[src/rls_pkg.sv]
// ----------------------------------------------------------------------------
// rls_pkg - shared definitions for the reversible LIFO stack
// Operation, status and read-select codes, field widths and the stage record.
// ----------------------------------------------------------------------------
package rls_pkg;

    localparam int DEPTH_DEFAULT = 16;

    localparam int DATA_W    = 32;
    localparam int OP_W      = 2;
    localparam int STATUS_W  = 2;
    localparam int COUNT_W   = 5;
    localparam int S_TDATA_W = DATA_W;
    localparam int M_TDATA_W = 40;
    localparam int M_TUSER_W = STATUS_W + 1;
    localparam int PAD_W     = M_TDATA_W - DATA_W - COUNT_W;

    // Operation codes
    localparam logic [OP_W-1:0] OP_PUSH    = 2'd0;
    localparam logic [OP_W-1:0] OP_POP     = 2'd1;
    localparam logic [OP_W-1:0] OP_PEEK    = 2'd2;
    localparam logic [OP_W-1:0] OP_REVERSE = 2'd3;

    // Status codes
    localparam logic [STATUS_W-1:0] ST_OK    = 2'd0;
    localparam logic [STATUS_W-1:0] ST_EMPTY = 2'd1;
    localparam logic [STATUS_W-1:0] ST_FULL  = 2'd2;

    // Source of the read value
    localparam logic [1:0] RD_ZERO   = 2'd0;
    localparam logic [1:0] RD_MEM    = 2'd1;
    localparam logic [1:0] RD_NEG1   = 2'd2;
    localparam logic [1:0] RD_NEG128 = 2'd3;

    localparam logic [DATA_W-1:0] NEG1_WORD   = 32'hFFFF_FFFF;
    localparam logic [DATA_W-1:0] NEG128_WORD = 32'hFFFF_FF80;

    typedef struct packed {
        logic [1:0]          rd_sel;
        logic [STATUS_W-1:0] status;
        logic [COUNT_W-1:0]  entry_count;
        logic                now_empty;
    } rls_meta_t;

endpackage

[src/rls_ctrl.sv]
// ----------------------------------------------------------------------------
// rls_ctrl - pointer and count control
// Decodes each operation, updates base, count and direction, drives the store.
// ----------------------------------------------------------------------------
module rls_ctrl #(
    parameter int DEPTH = rls_pkg::DEPTH_DEFAULT
) (
    input  logic                       clk,
    input  logic                       rst_n,
    input  logic                       accept,
    input  logic [rls_pkg::OP_W-1:0]   operation,
    input  logic                       advance,
    output logic                       wr_en,
    output logic [$clog2(DEPTH)-1:0]   wr_addr,
    output logic [$clog2(DEPTH)-1:0]   rd_addr,
    output logic                       stage_valid_reg,
    output rls_pkg::rls_meta_t         meta_reg
);
    import rls_pkg::*;

    localparam int AW = $clog2(DEPTH);
    localparam int CW = $clog2(DEPTH + 1);
    localparam int SW = CW + 1;
    localparam logic [SW-1:0] DEPTH_S = SW'(DEPTH);
    localparam logic [CW-1:0] DEPTH_C = CW'(DEPTH);
    localparam logic [AW-1:0] LAST_A  = AW'(DEPTH - 1);

    logic [AW-1:0] base_reg, base_next;
    logic [CW-1:0] count_reg, count_next;
    logic          rev_reg, rev_next;
    logic          stage_valid_next;
    rls_meta_t     meta_next;

    logic          stack_empty, is_full;
    logic [SW-1:0] sum_bc;
    logic [AW-1:0] up_slot, top_norm, base_dn, base_up;

    always_comb
    begin
        stack_empty = (count_reg == '0);
        is_full     = (count_reg == DEPTH_C);
        sum_bc      = SW'(base_reg) + SW'(count_reg);
        // Slot just above the highest occupied one, wrapped once.
        up_slot  = (sum_bc >= DEPTH_S) ? AW'(sum_bc - DEPTH_S) : AW'(sum_bc);
        top_norm = (up_slot == '0) ? LAST_A : up_slot - 1'b1;
        base_dn  = (base_reg == '0) ? LAST_A : base_reg - 1'b1;
        base_up  = (base_reg == LAST_A) ? '0 : base_reg + 1'b1;

        rd_addr  = rev_reg ? base_reg : top_norm;
        wr_addr  = rev_reg ? base_dn : up_slot;

        wr_en      = 1'b0;
        base_next  = base_reg;
        count_next = count_reg;
        rev_next   = rev_reg;
        meta_next.rd_sel = RD_ZERO;
        meta_next.status = ST_OK;

        case (operation)
            OP_PUSH:
            begin
                if (is_full)
                begin
                    meta_next.status = ST_FULL;
                end
                else
                begin
                    wr_en      = accept;
                    base_next  = rev_reg ? base_dn : base_reg;
                    count_next = count_reg + 1'b1;
                end
            end
            OP_POP:
            begin
                if (stack_empty)
                begin
                    meta_next.rd_sel = RD_NEG1;
                    meta_next.status = ST_EMPTY;
                end
                else
                begin
                    meta_next.rd_sel = RD_MEM;
                    base_next  = rev_reg ? base_up : base_reg;
                    count_next = count_reg - 1'b1;
                end
            end
            OP_PEEK:
            begin
                if (stack_empty)
                begin
                    meta_next.rd_sel = RD_NEG128;
                    meta_next.status = ST_EMPTY;
                end
                else
                begin
                    meta_next.rd_sel = RD_MEM;
                end
            end
            default:
            begin
                rev_next = !rev_reg;
            end
        endcase

        meta_next.entry_count = COUNT_W'(count_next);
        meta_next.now_empty   = (count_next == '0);

        if (accept)
            stage_valid_next = 1'b1;
        else if (advance)
            stage_valid_next = 1'b0;
        else
            stage_valid_next = stage_valid_reg;
    end

    always_ff @(posedge clk or negedge rst_n)
    begin
        if (!rst_n)
        begin
            base_reg        <= '0;
            count_reg       <= '0;
            rev_reg         <= 1'b0;
            stage_valid_reg <= 1'b0;
        end
        else
        begin
            stage_valid_reg <= stage_valid_next;
            if (accept)
            begin
                base_reg  <= base_next;
                count_reg <= count_next;
                rev_reg   <= rev_next;
            end
        end
    end

    always_ff @(posedge clk)
    begin
        if (accept)
            meta_reg <= meta_next;
    end

endmodule

[src/rls_mem.sv]
// ----------------------------------------------------------------------------
// rls_mem - word store
// One write port and one read port with a registered read word.
// ----------------------------------------------------------------------------
module rls_mem #(
    parameter int DEPTH = rls_pkg::DEPTH_DEFAULT
) (
    input  logic                        clk,
    input  logic                        wr_en,
    input  logic [$clog2(DEPTH)-1:0]    wr_addr,
    input  logic [rls_pkg::DATA_W-1:0]  wr_data,
    input  logic                        rd_en,
    input  logic [$clog2(DEPTH)-1:0]    rd_addr,
    output logic [rls_pkg::DATA_W-1:0]  rd_data_reg
);
    import rls_pkg::*;

    logic [DATA_W-1:0] mem [DEPTH];

    always_ff @(posedge clk)
    begin
        if (wr_en)
            mem[wr_addr] <= wr_data;
        if (rd_en)
            rd_data_reg <= mem[rd_addr];
    end

endmodule

[src/rls_ostage.sv]
// ----------------------------------------------------------------------------
// rls_ostage - result register
// Forms the result beat and holds it until the receiver takes it.
// ----------------------------------------------------------------------------
module rls_ostage (
    input  logic                           clk,
    input  logic                           rst_n,
    input  logic                           stage_valid,
    input  rls_pkg::rls_meta_t             meta,
    input  logic [rls_pkg::DATA_W-1:0]     rd_data,
    output logic                           advance,
    output logic                           m_tvalid,
    input  logic                           m_tready,
    output logic [rls_pkg::M_TDATA_W-1:0]  m_tdata,
    output logic [rls_pkg::M_TUSER_W-1:0]  m_tuser
);
    import rls_pkg::*;

    logic                 out_valid_reg, out_valid_next;
    logic [M_TDATA_W-1:0] tdata_reg;
    logic [M_TUSER_W-1:0] tuser_reg;
    logic [DATA_W-1:0]    read_value;

    always_comb
    begin
        advance = stage_valid && (!out_valid_reg || m_tready);

        case (meta.rd_sel)
            RD_MEM:    read_value = rd_data;
            RD_NEG1:   read_value = NEG1_WORD;
            RD_NEG128: read_value = NEG128_WORD;
            default:   read_value = '0;
        endcase

        if (advance)
            out_valid_next = 1'b1;
        else if (m_tready)
            out_valid_next = 1'b0;
        else
            out_valid_next = out_valid_reg;
    end

    always_ff @(posedge clk or negedge rst_n)
    begin
        if (!rst_n)
            out_valid_reg <= 1'b0;
        else
            out_valid_reg <= out_valid_next;
    end

    always_ff @(posedge clk)
    begin
        if (advance)
        begin
            tdata_reg <= {{PAD_W{1'b0}}, meta.entry_count, read_value};
            tuser_reg <= {meta.now_empty, meta.status};
        end
    end

    assign m_tvalid = out_valid_reg;
    assign m_tdata  = tdata_reg;
    assign m_tuser  = tuser_reg;

endmodule

[src/reversible_lifo_stack.sv]
// ----------------------------------------------------------------------------
// reversible_lifo_stack - bounded LIFO of signed words with in-place reverse
// Push, pop, peek and reverse over a circular store, one result beat per beat.
// ----------------------------------------------------------------------------
// Usage:
// Each input beat on the s_ channel carries one operation in s_tuser and the
// word to push in s_tdata. Each accepted beat yields exactly one result beat
// on the m_ channel: the popped or peeked word, a status code, the entry
// count after the operation and an empty flag.
// Reverse only flips which end of the occupied run is the top, so it costs
// the same as any other operation.
// On acceptance the pointers update, the store is read or written and the
// middle stage is loaded; the result register then loads from it when free.
// Throughput is one beat per cycle unless the receiver stalls; the single
// read and write port of the store is used at most once per beat.
// A stalled receiver holds the result register; one further beat is still
// taken into the middle stage before s_tready falls.
// Reset clears the base index, the count, the direction flag and all valid
// state. The store itself is not cleared, as only written entries are read,
// so there is no clearing pass and beats are taken straight after reset.
// ----------------------------------------------------------------------------
module reversible_lifo_stack #(
    parameter int DEPTH = rls_pkg::DEPTH_DEFAULT
) (
    input  logic                          clk,
    input  logic                          rst_n,
    input  logic                          s_tvalid,
    output logic                          s_tready,
    input  logic [rls_pkg::S_TDATA_W-1:0] s_tdata,   // [31:0] push_value
    input  logic [rls_pkg::OP_W-1:0]      s_tuser,   // [1:0] operation
    output logic                          m_tvalid,
    input  logic                          m_tready,
    output logic [rls_pkg::M_TDATA_W-1:0] m_tdata,   // [31:0] read_value,
                                                     // [36:32] entry_count
    output logic [rls_pkg::M_TUSER_W-1:0] m_tuser    // [1:0] status,
                                                     // [2] now_empty
);
    import rls_pkg::*;

    localparam int AW = $clog2(DEPTH);

    logic          accept;
    logic          advance;
    logic          wr_en;
    logic [AW-1:0] wr_addr;
    logic [AW-1:0] rd_addr;
    logic          stage_valid;
    rls_meta_t     meta;
    logic [DATA_W-1:0] rd_data;

    // The middle stage may take a beat whenever it is empty or draining.
    assign s_tready = !stage_valid || advance;
    assign accept   = s_tvalid && s_tready;

    rls_ctrl #(
        .DEPTH (DEPTH)
    ) u_ctrl (
        .clk             (clk),
        .rst_n           (rst_n),
        .accept          (accept),
        .operation       (s_tuser),
        .advance         (advance),
        .wr_en           (wr_en),
        .wr_addr         (wr_addr),
        .rd_addr         (rd_addr),
        .stage_valid_reg (stage_valid),
        .meta_reg        (meta)
    );

    // The read word is captured only on acceptance, so it holds while the
    // middle stage waits for the result register.
    rls_mem #(
        .DEPTH (DEPTH)
    ) u_mem (
        .clk         (clk),
        .wr_en       (wr_en),
        .wr_addr     (wr_addr),
        .wr_data     (s_tdata),
        .rd_en       (accept),
        .rd_addr     (rd_addr),
        .rd_data_reg (rd_data)
    );

    rls_ostage u_ostage (
        .clk         (clk),
        .rst_n       (rst_n),
        .stage_valid (stage_valid),
        .meta        (meta),
        .rd_data     (rd_data),
        .advance     (advance),
        .m_tvalid    (m_tvalid),
        .m_tready    (m_tready),
        .m_tdata     (m_tdata),
        .m_tuser     (m_tuser)
    );

endmodule

[config.mk]
export PLATFORM = sky130hd
export DESIGN_NAME = reversible_lifo_stack
export DESIGN_NICKNAME = d
export VERILOG_FILES = /design/src/rls_pkg.sv /design/src/rls_ctrl.sv /design/src/rls_mem.sv /design/src/rls_ostage.sv /design/src/reversible_lifo_stack.sv
export SDC_FILE = /design/constraint.sdc
export NUM_CORES = 1
export LEC_CHECK = 0
export ABC_CLOCK_PERIOD_IN_PS = 6100
export BUFFER_PORTS_ARGS = -buffer_cell sky130_fd_sc_hd__buf_4
export CAP_MARGIN = 20
export CORE_MARGIN = 3
export CORE_UTILIZATION = 35
export CTS_BUF_LIST = sky130_fd_sc_hd__clkbuf_2
export DETAILED_ROUTE_END_ITERATION = 8
export GPL_TIMING_DRIVEN = 0
export PLACE_DENSITY = 0.58
export SETUP_SLACK_MARGIN = 0.5
export SLEW_MARGIN = 0
export SYNTH_ARGS = -nofsm -noshare
export SYNTH_HDL_FRONTEND = slang
export SYNTH_SLANG_ARGS = --single-unit
export TNS_END_PERCENT = 5
[constraint.sdc]
create_clock -name clk -period 6.1 [get_ports clk]
set_clock_uncertainty 0.2 [all_clocks]
set_input_delay 1.525 -clock clk [delete_from_list [all_inputs] [get_ports clk]]
set_output_delay 1.525 -clock clk [all_outputs]
set_load 0.005 [all_outputs]
==> impl_metrics.json <==
{
  "status": "complete, no violations",
  "slew_headroom_pct": 33.3,
  "tritoncts": "done",
  "synthArstFlopShare_pct": 1.98,
  "min_from": "u_ctrl.meta_reg[0]",
  "pre_cts_slack_ns": 1.36,
  "cp-start-kind": "flop",
  "dpl.hpwl_mm": 36.1,
  "hp-class": "reg2reg",
  "syn_area_mm2": 0.0237,
  "fmax_mhz": 239,
  "fin_ws_ns": 1.92,
  "largest_reg_flops": 512,
  "die_w_um": 266,
  "rows": 94,
  "grt_pass1_wl_mm": 80.4,
  "n_fill_cell": 5875,
  "antenna_found_initial": 4,
  "final_common_cell": "edfxtp_1",
  "grt-ovfl-total": 0,
  "p_per_area_mw_per_mm2": 568,
  "yosys.area.top_type_share_pct": 75.3,
  "cts_made_buffers": 157,
  "nets": 1459,
  "drt-wirelength-per-cell_um": 22.7,
  "clk-insertion-delay-late_ns": 1.28,
  "drive_gt1_share_pct": 39.0,
  "gp_congestion": 0.769,
  "via_count": 11900,
  "dr.pass1.iters": 5,
  "synth_warnings": 0,
  "cp_max_fo": 10,
  "cts.htree.levels": 4,
  "yosys.area.top_type": "edfxtp_1",
  "holdPathEnd": "u_ostage.m_tuser[2]",
  "postSynthCellCount": 1099,
  "synth_edf_count": 594,
  "maxCapViolCount": 0,
  "worstHoldPathCells": 0,
  "synth.distinct_cells": 52,
  "core-area_mm2": 0.0665,
  "avgSynthCellArea_um2": 21.6,
  "worst_ep_required_time_ns": 6.91,
  "slew_viol_final": 0,
  "start_util_pct": 35.7,
  "io_buffers": 79,
  "grt_usage_pct": 15.7,
  "final_cell_mix": "edfxtp_1, clkbuf_2, mux4_2",
  "combPwrFrac_pct": 48.4,
  "grt_pass1_vias": 12700,
  "cts_root_buf": "clkbuf_2",
  "synth_ff_type": "edfxtp_1",
  "hold_viol_final": 0,
  "net-switching-power_w": 0.00585,
  "crit_arrival_ns": 4.99,
  "final_cell_area_mm2": 0.0277,
  "worst_pin_slew_ns": 0.995,
  "drtIter0Drc": 934,
  "clkTransAtPathRegs_ns": 0.11,
  "viasPerCell": 4.99,
  "yosys-top-cells-area": "edfxtp_1, mux4_2, mux2i_1",
  "layout_min_cycle_time_ns": 4.18,
  "setup_viol": 0,
  "drc": 0,
  "area.growth.synth_to_final_pct": 17.0,
  "placed_area_mm2": 0.0262,
  "fp.dieH_um": 266,
  "io_pins": 83,
  "clock-sinks": 606,
  "internal-power_w": 0.00990,
  "r2r_cells": 10,
  "r2r_slack_ns": 1.92,
  "seq_area_mm2": 0.0181,
  "yosysSeqAreaShare_pct": 76.5,
  "ant_nets": 0,
  "yosys_register_bits": 606,
  "routed_wl_mm": 54.1,
  "cellLeakagePower_nw": 9.73,
  "crit_type": "reg2reg",
  "vdd_ir_drop_max_mv": 0.373,
  "die-area_mm2": 0.0709,
  "r2r_start": "u_ctrl.base_reg[0]",
  "grt_max_degree": 31,
  "clk_path_buf_depth": 3,
  "r2r_end": "u_mem.rd_data_reg[12]",
  "p_seq_share_pct": 33.6,
  "p_sw_share_pct": 37.2,
  "multi_input_area_mm2": 0.00529,
  "pwr-share-clk_pct": 18.0,
  "post-route-period-util_pct": 68.5,
  "end_kind": "flop",
  "rsz0062_at_grt": "false"
}
## synthesized netlist by cell type (2+ instances only)
cell type and instances:
edfxtp_1 594, mux4_2 128, mux2i_1 100, a21o_1 33, clkbuf_1 24, buf_2 23
nand2_1 22, nor3_1 20, nor2_1 15, ha_1 14, dfrtp_1 12, inv_1 12
a21oi_1 11, buf_4 10, mux2_2 7, xnor2_1 7, o21ai_0 6, o21ai_1 5
nand2b_1 4, nand3_1 4, a31oi_1 3, buf_6 3, nor3b_1 3, o21a_1 3
o31ai_1 3, xor2_1 3, a221o_1 2, a22oi_1 2, nor2b_1 2, o211ai_1 2
## per-layer routing
layer	up-vias	wire length (µm)	global-route usage, %
li1	5271	-	-
met1	6180	23100	19.9
met2	374	26600	25.5
met3	97	3410	4.92
met4	2	1100	5.69
met5	-	11	0
## area by class of cell
cell class                 count  share of cell area, %
tap                          864                   3.90
multi-input combinational    421                   19.1
timing repair buffer         146                   4.96
inverter                      13                  0.181
clock buffer                 237                   4.28
buffer                        61                   1.15
antenna                        9                 0.0812
sequential                   606                   65.4
clock inverter                33                  0.961
## worst max-delay path: stages (launching register included)
cell,delay [ns]
dfrtp_1,0.49
ha_1,0.26
fa_1,0.53
inv_1,0.08
ha_1,0.29
mux2i_1,0.19
clkbuf_1,0.62
buf_2,0.47
mux4_2,0.37
mux2i_1,0.26
mux2i_1,0.15
## how the worst max path moves through the flow
stage	from	end	slack [ns]
after floorplan	s_tuser[0]	u_mem.mem[0][0]	0.70
after global placement	s_tuser[0]	u_mem.mem[11][20]	-2.73
after detailed placement	s_tuser[0]	u_mem.mem[8][24]	1.36
after CTS	u_ctrl.base_reg[0]	u_mem.rd_data_reg[21]	1.81
after global routing	u_ctrl.base_reg[0]	u_mem.rd_data_reg[21]	1.72
final	u_ctrl.base_reg[0]	u_mem.rd_data_reg[12]	1.92
## power groups by stage
| stage | Combinational [W] | Sequential, W | Clock [W] |
|---|---|---|---|
| after floorplan | 0.00546 | 0.00536 | 0 |
| after global placement | 0.00758 | 0.00541 | 0 |
| after detailed placement | 0.00779 | 0.00539 | 0 |
| after CTS | 0.00781 | 0.00529 | 0.00296 |
| after global routing | 0.00823 | 0.00532 | 0.00319 |
| final | 0.00762 | 0.00529 | 0.00284 |
## kinds of logic (layout without fill, tap and decap cells)
group	after synthesis	in the layout	share of synthesized area [%]
other	1	12	0.0158
adders and majority gates	15	15	0.824
and+or+nand+nor	78	78	1.61
AOI/OAI and AO/OA	79	79	2.32
muxes	235	235	16.7
xor gates and xnor gates	11	11	0.438
DFF	606	606	76.5
buffers and inverters	74	490	1.55
## through the flow
step | setup TNS [ns] | utilization [%] | total power [W] | cells | hold WS (ns)
2_1_floorplan | 0 | - | 0.0108 | 1101 | 0.200
3_3_place_gp | -1231.23 | 38.2 | 0.0130 | 2044 | 0.203
3_5_place_dp | 0 | 39.5 | 0.0132 | 2110 | 0.205
4_1_cts | 0 | 41.7 | 0.0161 | 2381 | 0.0363
5_1_grt | 0 | 41.7 | 0.0167 | 2389 | 0.0744
6_report | 0 | 41.7 | 0.0157 | 2390 | 0.223
## timing repair
item | CTS | global route
gates resized for setup | 0 | 0
endpoints found under the hold margin | 12 | 0
buffers inserted | 0 | 0
hold buffers | 1 | 0
Note: power is estimated with default switching activity, not from simulation.
